$ cat src/rtl/wavs_pkg.sv
// shared constants and types of the windowed average scaler
// no dependencies; imported by every module of the block
`default_nettype none

package wavs_pkg;

    localparam int COUNT_W  = 24;
    localparam int SAMPLE_W = 16;
    localparam int CODE_W   = 16;
    localparam int TIME_W   = 32;
    localparam int CFG_W    = 16;
    localparam int VOLT_W   = 16;
    localparam int SUM_W    = COUNT_W + SAMPLE_W;
    localparam int NUM_W    = SUM_W + CFG_W;
    localparam int DEN_W    = COUNT_W + CFG_W;
    localparam int DIV_W    = (NUM_W > DEN_W + VOLT_W) ? NUM_W : DEN_W + VOLT_W;
    localparam int STEP_W   = $clog2(VOLT_W);

    localparam logic [COUNT_W-1:0] COUNT_MAX = '1;
    localparam logic [VOLT_W-1:0]  VOLT_MAX  = '1;

    localparam int PADDR_W = 4;
    localparam int PDATA_W = 32;

    localparam logic [1:0] REG_WINDOW    = 2'd0;
    localparam logic [1:0] REG_SCALE_NUM = 2'd1;
    localparam logic [1:0] REG_SCALE_DEN = 2'd2;

    localparam logic [CFG_W-1:0] WINDOW_RST    = 16'd100;
    localparam logic [CFG_W-1:0] SCALE_NUM_RST = 16'd220;
    localparam logic [CFG_W-1:0] SCALE_DEN_RST = 16'd273;

    typedef struct packed {
        logic               close;
        logic [SUM_W-1:0]   sum;
        logic [COUNT_W-1:0] count;
    } job_t;

    typedef struct packed {
        logic [CFG_W-1:0] scale_num;
        logic [CFG_W-1:0] scale_den;
    } scale_cfg_t;

endpackage

`default_nettype wire

$ cat src/rtl/wavs_front.sv
// front end: accepts words, accumulates samples and tests the window
// depends on wavs_pkg
`default_nettype none

module wavs_front
    import wavs_pkg::*;
(
    input  wire logic              aclk,
    input  wire logic              aresetn,
    input  wire logic              s_valid,
    output logic                   s_ready,
    input  wire logic              s_sample_valid,
    input  wire logic [CODE_W-1:0] s_sample_code,
    input  wire logic [TIME_W-1:0] s_now_ms,
    input  wire logic [CFG_W-1:0]  window_ms,
    input  wire logic              q_ready,
    output logic                   q_push,
    output job_t                   q_job
);

    logic [SUM_W-1:0]    sum_reg, sum_next;
    logic [COUNT_W-1:0]  cnt_reg, cnt_next;
    logic [TIME_W-1:0]   start_reg, start_next;
    logic [SAMPLE_W-1:0] code;
    logic                take;
    logic [SUM_W-1:0]    sum_acc;
    logic [COUNT_W-1:0]  cnt_acc;
    logic [TIME_W-1:0]   elapsed;
    logic                close;

    assign s_ready = q_ready;
    assign q_push  = s_valid && q_ready;

    assign code    = s_sample_code[SAMPLE_W-1:0];
    assign take    = s_sample_valid && (cnt_reg != COUNT_MAX);
    assign sum_acc = sum_reg + (take ? SUM_W'(code) : '0);
    assign cnt_acc = cnt_reg + COUNT_W'(take);
    assign elapsed = s_now_ms - start_reg;
    assign close   = elapsed >= TIME_W'(window_ms);

    assign q_job.close = close && (cnt_acc != '0);
    assign q_job.sum   = sum_acc;
    assign q_job.count = cnt_acc;

    always_comb begin
        sum_next   = sum_reg;
        cnt_next   = cnt_reg;
        start_next = start_reg;
        if (q_push) begin
            if (close) begin
                sum_next   = '0;
                cnt_next   = '0;
                start_next = s_now_ms;
            end else begin
                sum_next = sum_acc;
                cnt_next = cnt_acc;
            end
        end
    end

    always_ff @(posedge aclk) begin
        if (!aresetn) begin
            sum_reg   <= '0;
            cnt_reg   <= '0;
            start_reg <= '0;
        end else begin
            sum_reg   <= sum_next;
            cnt_reg   <= cnt_next;
            start_reg <= start_next;
        end
    end

    a_empty_sum : assert property (@(posedge aclk) disable iff (!aresetn)
        cnt_reg == '0 |-> sum_reg == '0)
        else $error("sum nonzero with empty window");

    a_close_clears : assert property (@(posedge aclk) disable iff (!aresetn)
        q_push && close |=> cnt_reg == '0 && start_reg == $past(s_now_ms))
        else $error("window close did not restart accumulation");

endmodule

`default_nettype wire

$ cat src/rtl/wavs_queue.sv
// two-entry queue of classified words between front and back end
// depends on wavs_pkg
`default_nettype none

module wavs_queue
    import wavs_pkg::*;
(
    input  wire logic aclk,
    input  wire logic aresetn,
    input  wire logic push,
    input  wire job_t in_job,
    output logic      in_ready,
    input  wire logic pop,
    output job_t      out_job,
    output logic      out_valid
);

    job_t       mem_reg [2];
    logic       wr_ptr_reg, wr_ptr_next;
    logic       rd_ptr_reg, rd_ptr_next;
    logic [1:0] cnt_reg, cnt_next;
    logic       do_push, do_pop;

    assign in_ready  = cnt_reg != 2'd2;
    assign out_valid = cnt_reg != 2'd0;
    assign out_job   = mem_reg[rd_ptr_reg];
    assign do_push   = push && in_ready;
    assign do_pop    = pop && out_valid;

    always_comb begin
        wr_ptr_next = do_push ? !wr_ptr_reg : wr_ptr_reg;
        rd_ptr_next = do_pop ? !rd_ptr_reg : rd_ptr_reg;
        unique case ({do_push, do_pop})
            2'b10:   cnt_next = cnt_reg + 2'd1;
            2'b01:   cnt_next = cnt_reg - 2'd1;
            default: cnt_next = cnt_reg;
        endcase
    end

    always_ff @(posedge aclk) begin
        if (!aresetn) begin
            wr_ptr_reg <= 1'b0;
            rd_ptr_reg <= 1'b0;
            cnt_reg    <= 2'd0;
        end else begin
            wr_ptr_reg <= wr_ptr_next;
            rd_ptr_reg <= rd_ptr_next;
            cnt_reg    <= cnt_next;
        end
    end

    always_ff @(posedge aclk) begin
        if (do_push) begin
            mem_reg[wr_ptr_reg] <= in_job;
        end
    end

    a_no_overfill : assert property (@(posedge aclk) disable iff (!aresetn)
        cnt_reg != 2'd3 && (cnt_reg != 2'd2 || wr_ptr_reg == rd_ptr_reg))
        else $error("queue fill level inconsistent");

endmodule

`default_nettype wire

$ cat src/rtl/wavs_back.sv
// back end: scales window averages with a shift-subtract divider, drives results
// depends on wavs_pkg
`default_nettype none

module wavs_back
    import wavs_pkg::*;
(
    input  wire logic aclk,
    input  wire logic aresetn,
    input  wire job_t q_job,
    input  wire logic q_valid,
    output logic      q_pop,
    input  wire scale_cfg_t cfg,
    output logic              m_valid,
    input  wire logic         m_ready,
    output logic [VOLT_W-1:0] m_voltage_mv,
    output logic              m_fresh
);

    typedef enum logic [2:0] {
        ST_IDLE,
        ST_MUL,
        ST_CHK,
        ST_DIV,
        ST_DONE
    } state_t;

    localparam logic [STEP_W-1:0] STEP_LAST = STEP_W'(VOLT_W - 1);

    state_t              state_reg, state_next;
    logic                m_valid_reg, m_valid_next;
    logic [VOLT_W-1:0]   m_voltage_reg, m_voltage_next;
    logic                m_fresh_reg, m_fresh_next;
    logic [VOLT_W-1:0]   held_reg, held_next;
    logic [SUM_W-1:0]    sum_reg, sum_next;
    logic [COUNT_W-1:0]  cnt_reg, cnt_next;
    logic [NUM_W-1:0]    pnum_reg, pnum_next;
    logic [DEN_W-1:0]    pden_reg, pden_next;
    logic [DIV_W-1:0]    rem_reg, rem_next;
    logic [DIV_W-1:0]    dsh_reg, dsh_next;
    logic [VOLT_W-1:0]   quot_reg, quot_next;
    logic [STEP_W-1:0]   step_reg, step_next;
    logic                out_free;
    logic [CFG_W-1:0]    den_eff;
    logic                rem_ge;

    assign out_free     = !m_valid_reg || m_ready;
    assign den_eff      = (cfg.scale_den == '0) ? CFG_W'(1) : cfg.scale_den;
    assign rem_ge       = rem_reg >= dsh_reg;
    assign q_pop        = (state_reg == ST_IDLE) && q_valid && (q_job.close || out_free);
    assign m_valid      = m_valid_reg;
    assign m_voltage_mv = m_voltage_reg;
    assign m_fresh      = m_fresh_reg;

    always_comb begin
        state_next     = state_reg;
        m_valid_next   = m_valid_reg && !m_ready;
        m_voltage_next = m_voltage_reg;
        m_fresh_next   = m_fresh_reg;
        held_next      = held_reg;
        sum_next       = sum_reg;
        cnt_next       = cnt_reg;
        pnum_next      = pnum_reg;
        pden_next      = pden_reg;
        rem_next       = rem_reg;
        dsh_next       = dsh_reg;
        quot_next      = quot_reg;
        step_next      = step_reg;
        unique case (state_reg)
            ST_IDLE: begin
                if (q_pop) begin
                    if (q_job.close) begin
                        sum_next   = q_job.sum;
                        cnt_next   = q_job.count;
                        state_next = ST_MUL;
                    end else begin
                        m_valid_next   = 1'b1;
                        m_voltage_next = held_reg;
                        m_fresh_next   = 1'b0;
                    end
                end
            end
            ST_MUL: begin
                pnum_next  = sum_reg * cfg.scale_num;
                pden_next  = cnt_reg * den_eff;
                state_next = ST_CHK;
            end
            ST_CHK: begin
                rem_next  = DIV_W'(pnum_reg);
                dsh_next  = DIV_W'({pden_reg, {(VOLT_W - 1){1'b0}}});
                step_next = STEP_LAST;
                quot_next = '0;
                if (DIV_W'(pnum_reg) >= DIV_W'({pden_reg, {VOLT_W{1'b0}}})) begin
                    quot_next  = VOLT_MAX;
                    state_next = ST_DONE;
                end else begin
                    state_next = ST_DIV;
                end
            end
            ST_DIV: begin
                if (rem_ge) begin
                    rem_next = rem_reg - dsh_reg;
                end
                quot_next = {quot_reg[VOLT_W-2:0], rem_ge};
                dsh_next  = dsh_reg >> 1;
                step_next = step_reg - STEP_W'(1);
                if (step_reg == '0) begin
                    state_next = ST_DONE;
                end
            end
            ST_DONE: begin
                if (out_free) begin
                    m_valid_next   = 1'b1;
                    m_voltage_next = quot_reg;
                    m_fresh_next   = 1'b1;
                    held_next      = quot_reg;
                    state_next     = ST_IDLE;
                end
            end
            default: begin
                state_next = ST_IDLE;
            end
        endcase
    end

    always_ff @(posedge aclk) begin
        if (!aresetn) begin
            state_reg   <= ST_IDLE;
            m_valid_reg <= 1'b0;
            held_reg    <= '0;
        end else begin
            state_reg     <= state_next;
            m_valid_reg   <= m_valid_next;
            m_voltage_reg <= m_voltage_next;
            m_fresh_reg   <= m_fresh_next;
            held_reg      <= held_next;
            sum_reg       <= sum_next;
            cnt_reg       <= cnt_next;
            pnum_reg      <= pnum_next;
            pden_reg      <= pden_next;
            rem_reg       <= rem_next;
            dsh_reg       <= dsh_next;
            quot_reg      <= quot_next;
            step_reg      <= step_next;
        end
    end

    a_div_bound : assert property (@(posedge aclk) disable iff (!aresetn)
        state_reg == ST_DIV |-> {1'b0, rem_reg} < {dsh_reg, 1'b0})
        else $error("divider remainder out of range");

    a_fresh_out : assert property (@(posedge aclk) disable iff (!aresetn)
        state_reg == ST_DONE && out_free
        |=> m_valid_reg && m_fresh_reg && m_voltage_reg == held_reg)
        else $error("scaled voltage not delivered with fresh mark");

endmodule

`default_nettype wire

$ cat src/rtl/windowed_adc_average_scaler_top.sv
// windowed converter average scaled to millivolts: block top level
// configuration registers and apb port; depends on wavs_pkg, wavs_front,
// wavs_queue and wavs_back
//
// usage:
// - input channel s_*: one word per converter reading (sample_valid,
//   sample_code, now_ms); output channel m_*: one word per input word
//   (voltage_mv, fresh), in input order
// - apb registers: window_ms at 0x0, scale_num at 0x4, scale_den at 0x8;
//   write them only while no word is in flight
// - a word that does not close a window with samples passes through the queue
//   into the output register; a closing word takes a multiply step, a range
//   check and, unless the result saturates, 16 shift-subtract divider steps
// - the divider in the back end limits throughput: one word per cycle between
//   window closes while m_ready stays high; each close holds the back end while
//   the front end keeps accepting until the two-word queue is full
// - reset clears the running sum, count, window start and held voltage, sets
//   register defaults; senders must send no words during reset, unenforced
// - a stalled receiver holds the output register; the queue then fills
//   and s_ready drops
`default_nettype none

module windowed_adc_average_scaler_top
    import wavs_pkg::*;
(
    input  wire logic               aclk,
    input  wire logic               aresetn,
    input  wire logic               psel,
    input  wire logic               penable,
    input  wire logic               pwrite,
    input  wire logic [PADDR_W-1:0] paddr,
    input  wire logic [PDATA_W-1:0] pwdata,
    output logic [PDATA_W-1:0]      prdata,
    output logic                    pready,
    input  wire logic               s_valid,
    output logic                    s_ready,
    input  wire logic               s_sample_valid,
    input  wire logic [CODE_W-1:0]  s_sample_code,
    input  wire logic [TIME_W-1:0]  s_now_ms,
    output logic                    m_valid,
    input  wire logic               m_ready,
    output logic [VOLT_W-1:0]       m_voltage_mv,
    output logic                    m_fresh
);

    logic [CFG_W-1:0] window_reg, window_next;
    logic [CFG_W-1:0] num_reg, num_next;
    logic [CFG_W-1:0] den_reg, den_next;
    logic             wr_en;
    logic [1:0]       reg_idx;
    scale_cfg_t       scale_cfg;
    logic             q_ready, q_push, q_valid, q_pop;
    job_t             push_job, head_job;

    assign pready  = 1'b1;
    assign wr_en   = psel && penable && pwrite;
    assign reg_idx = paddr[PADDR_W-1:2];

    always_comb begin
        window_next = window_reg;
        num_next    = num_reg;
        den_next    = den_reg;
        if (wr_en) begin
            unique case (reg_idx)
                REG_WINDOW:    window_next = pwdata[CFG_W-1:0];
                REG_SCALE_NUM: num_next    = pwdata[CFG_W-1:0];
                REG_SCALE_DEN: den_next    = pwdata[CFG_W-1:0];
                default: begin
                    window_next = window_reg;
                end
            endcase
        end
    end

    always_comb begin
        unique case (reg_idx)
            REG_WINDOW:    prdata = PDATA_W'(window_reg);
            REG_SCALE_NUM: prdata = PDATA_W'(num_reg);
            REG_SCALE_DEN: prdata = PDATA_W'(den_reg);
            default:       prdata = '0;
        endcase
    end

    always_ff @(posedge aclk) begin
        if (!aresetn) begin
            window_reg <= WINDOW_RST;
            num_reg    <= SCALE_NUM_RST;
            den_reg    <= SCALE_DEN_RST;
        end else begin
            window_reg <= window_next;
            num_reg    <= num_next;
            den_reg    <= den_next;
        end
    end

    assign scale_cfg.scale_num = num_reg;
    assign scale_cfg.scale_den = den_reg;

    wavs_front u_front (
        .aclk           (aclk),
        .aresetn        (aresetn),
        .s_valid        (s_valid),
        .s_ready        (s_ready),
        .s_sample_valid (s_sample_valid),
        .s_sample_code  (s_sample_code),
        .s_now_ms       (s_now_ms),
        .window_ms      (window_reg),
        .q_ready        (q_ready),
        .q_push         (q_push),
        .q_job          (push_job)
    );

    wavs_queue u_queue (
        .aclk      (aclk),
        .aresetn   (aresetn),
        .push      (q_push),
        .in_job    (push_job),
        .in_ready  (q_ready),
        .pop       (q_pop),
        .out_job   (head_job),
        .out_valid (q_valid)
    );

    wavs_back u_back (
        .aclk         (aclk),
        .aresetn      (aresetn),
        .q_job        (head_job),
        .q_valid      (q_valid),
        .q_pop        (q_pop),
        .cfg          (scale_cfg),
        .m_valid      (m_valid),
        .m_ready      (m_ready),
        .m_voltage_mv (m_voltage_mv),
        .m_fresh      (m_fresh)
    );

endmodule

`default_nettype wire

$ cat config.mk
export PLATFORM = sky130hd
export DESIGN_NAME = windowed_adc_average_scaler_top
export DESIGN_NICKNAME = d
export VERILOG_FILES = /design/src/rtl/wavs_pkg.sv /design/src/rtl/wavs_front.sv /design/src/rtl/wavs_queue.sv /design/src/rtl/wavs_back.sv /design/src/rtl/windowed_adc_average_scaler_top.sv
export SDC_FILE = /design/constraint.sdc
export NUM_CORES = 2
export LEC_CHECK = 0
export ABC_AREA = 1
export BUFFER_PORTS_ARGS = -buffer_cell sky130_fd_sc_hd__buf_2
export CELL_PAD_IN_SITES_DETAIL_PLACEMENT = 1
export CELL_PAD_IN_SITES_GLOBAL_PLACEMENT = 1
export CORE_ASPECT_RATIO = 1.2
export CORE_MARGIN = 2
export CORE_UTILIZATION = 29
export CTS_CLUSTER_DIAMETER = 200
export DETAILED_ROUTE_END_ITERATION = 8
export GPL_TIMING_DRIVEN = 0
export PLACE_DENSITY_LB_ADDON = 0.1
export SLEW_MARGIN = 20
export SYNTH_ARGS = -nofsm -noshare
export SYNTH_HDL_FRONTEND = slang
export SYNTH_SLANG_ARGS = --single-unit
$ cat constraint.sdc
create_clock -name aclk -period 17 [get_ports aclk]
set_input_delay 0.85 -clock aclk [delete_from_list [all_inputs] [get_ports aclk]]
set_output_delay 0.85 -clock aclk [all_outputs]
set_load 0.02 [all_outputs]
==> impl_results.md <==
* Status: completed
* Dpl hpwl at around 210 mm
* Vias per cell at ~4.6
* RSZ-0062 raised after global routing: no
* Post-synth top area cell: fa_1
* Final instance area at between 70000 and 80000 um2
* Leak at roughly 35 nW
* M2 GR Usage at a little under 40%
* Arrival @ worst endpoint at between 8 and 9 ns
* Startpoint Class: flip-flop
* Syn Inst Count at slightly above 8000
* Delay-heaviest family, CP: adder cells
* Synthesized area at 66000 um2
* Sequential share of the synthesized area at 25.0%
* Area post-placement at 70800 um2
* TNS Setup at 0 ns
* Residual DRC count at 0
* Crit-path slowest cell: clkbuf_1
* Max Cap Violations at 0
* Vias after detailed routing at between 50000 and 60000
* Fillers at about 27000
* GP Congestion at 0.867
* Top cell type's share of synthesized area at about a quarter
* Total die area at between 200000 and 250000 um2
* Synthesis-to-finish area growth at 11.2%
* Post-CTS sizing at 0
* Die height at around 530 um
* Mean post-synth cell area at ~8 um2
* R2R setup slack at roughly 9.1 ns
* CTS max path bufs at 3
* IO Pins at 144
* Synthesized flop and latch total at between 600 and 700
* Pin count of the biggest net entering global routing at 43
* Clk_lat worst skew at 0.72 ns
* Non-Filler Instances at approximately 11000
* Die width at 440 um
* Initial Util at between 20 and 30%
* Hold crit path type: in2reg
* Wire per inst at 21.5 um
* WHS Path Cells at 3
* Slew Viols, Final at 0
* GR Overflow Total at 0
* Number of synthesized flops with an enable pin at between 400 and 500
* Final setup margin at between 9 and 10 ns
* CORE AREA at approximately 230000 um2
* Tcrit/Tclk final at 46.2%
* Tightest Pin Transition at around 1.2 ns
* Dpl ws at just over 9 ns
* Routed Antenna Nets at 0
* Cts hold-fix bufs at 0
* Max FFs per register at 130
* Max Freq at 127 MHz
* Initial antenna violation count at 10
* Final Hold Viols at 0
* Worst path depth at 27
* Reg area at between 15000 and 20000 um2
* CTS root buffer: clkbuf_16
* Reg2Reg Depth at 27
* Tot Pwr at about 14 mW
* 1st-pass router iterations at 5
* Post CTS Setup Buffer Count at 0
* Vias in the first global route at just under 60000
* CTS Buf Count at 75
* Tmin final at a little under 8 ns
* CTS tree: done
* Slowest stage delay, CP at slightly below 0.8 ns
* Row Count at ~190
* Layout cells sized above 1 at under 10%
* Final setup viols at 0
* GRT met3 Usage at approximately 1.6%
* CP Capture Type: flip-flop
* Rel. slew slack at roughly 20%
* Clk slew on worst S/H paths at around 0.060 ns
* First-pass GRT wire length at roughly 370 mm
* Initial DRC count at between 2000 and 2500
* P per Cell Area at 195 nW/um2
* Worst Path Required at about 17 ns
* # nets final at around 10000
* Number of distinct library cells after synthesis at 52
* Placed Instances at approximately 11000
* Synth top area cells: fa_1 (25%), edfxtp_1 (20%), nand2_1 (12%)
* Core Util, Final at about a third
* Buffers on Ports at 108
* Syn. warnings at 0
* Max FO, Critical Path at 10
* Hold slack at around 0.42 ns
* Buf/Inv on CP at 8
* Commonest register cell after synthesis: edfxtp_1
* H-tree depth at 3
* Final setup skew at between 0.07 and 0.08 ns
* Clock Sink Count at approximately 610
* Critical path type: reg2reg
* GR Util met1 at 27.4%
* GR Util All Layers at between 20 and 25%
* Peak supply drop at between 0.00015 and 0.0002 V
* Multi-input logic area at 41000 um2
* Fraction of registers with async set/reset at 0%
* Most used routing layer: met2
* Routed wire length at 246 mm
[cells in the final DEF, fill, tap and decap left out, types with 30 or more instances in the layout]
cell and count:
clkbuf_1 339, nor3_1 48, mux2_2 64, nand3_1 207, dfxtp_1 169, nand4_1 46, edfxtp_1 438, a31oi_1 64
nand2_1 2047, ha_1 402, o21ai_0 278, xnor2_1 62, nor4_1 30, a21oi_1 394, nor2_1 526, fa_1 839
clkbuf_16 75, xor2_1 123, inv_1 1855, buf_2 115
[cell type report]
cell class / instances / area share, %
multi-input combinational: 5354 / 55.9
sequential: 607 / 22.5
inverter: 1867 / 9.55
tap: 2991 / 5.10
clock buffer: 93 / 2.69
buffer: 376 / 2.14
timing repair buffer: 130 / 1.23
clock inverter: 47 / 0.852
antenna: 3 / 0.0102
[worst paths after layout]
kind,from,end
max,num_reg[5],u_back.pnum_reg[50]
max reg2reg,num_reg[5],u_back.pnum_reg[50]
min,pwdata[6],num_reg[6]
min reg2reg,u_back.held_reg[15],u_back.held_reg[15]
[metal layers]
layer	part of all wire, %	vias to the layer above
met5	0.015	-
met3	2.5	206
met2	51	652
met4	2.1	6
met1	44	27100
li1	-	25300
[power by group]
group | internal, mW | total (mW) | switching [mW]
Clock | 0.982 | 1.70 | 0.714
Sequential | 2.26 | 2.39 | 0.129
Combinational | 3.45 | 10.2 | 6.80
Total | 6.69 | 14.3 | 7.64
[cell usage after synthesis (all sizes together), types with 17 or more instances]
| cell type | number |
|---|---|
| mux2 | 64 |
| nor2 | 536 |
| o21ai | 289 |
| clkbuf | 334 |
| dfxtp | 169 |
| o21bai | 22 |
| o211ai | 29 |
| buf | 42 |
| xnor2 | 62 |
| nand3 | 229 |
| inv | 1864 |
| xor2 | 123 |
| fa | 839 |
| a21oi | 394 |
| nor3 | 50 |
| edfxtp | 438 |
| ha | 402 |
| a21o | 19 |
| nand2 | 2055 |
| a31oi | 64 |
| or2 | 17 |
| nor4 | 30 |
| nand4 | 46 |
[worst register-to-register path, stage by stage, from the launching register on]
cell and delay [ns]:
dfxtp_1 0.30, clkbuf_1 0.73, clkbuf_1 0.78, nand2_1 0.19, fa_1 0.55, inv_1 0.05, fa_1 0.50, inv_1 0.06
fa_1 0.49, inv_1 0.05, fa_1 0.53, inv_1 0.05, fa_1 0.47, inv_1 0.05, fa_1 0.43, ha_1 0.36
a21o_1 0.21, o21bai_1 0.15, a21oi_1 0.22, inv_1 0.12, nand3_1 0.09, nand2_1 0.18, a21oi_1 0.33, o21ai_0 0.28
nand2_1 0.21, nand2_1 0.07, nand2_1 0.07, nand2_1 0.05
[kinds of logic after synthesis]
kind of cell               count (synthesis)  share of synthesized area (%)
and+or+nand+nor                         2982                           18.2
buffers and inverters                   2243                           13.0
adders and majority gates               1241                           33.1
AOI/OAI and AO/OA                        865                           7.16
DFF                                      607                           25.0
xor gates and xnor gates                 185                           2.45
muxes                                     64                           1.09
other                                      2                         0.0114
Note: power is estimated with default switching activity, not from simulation.
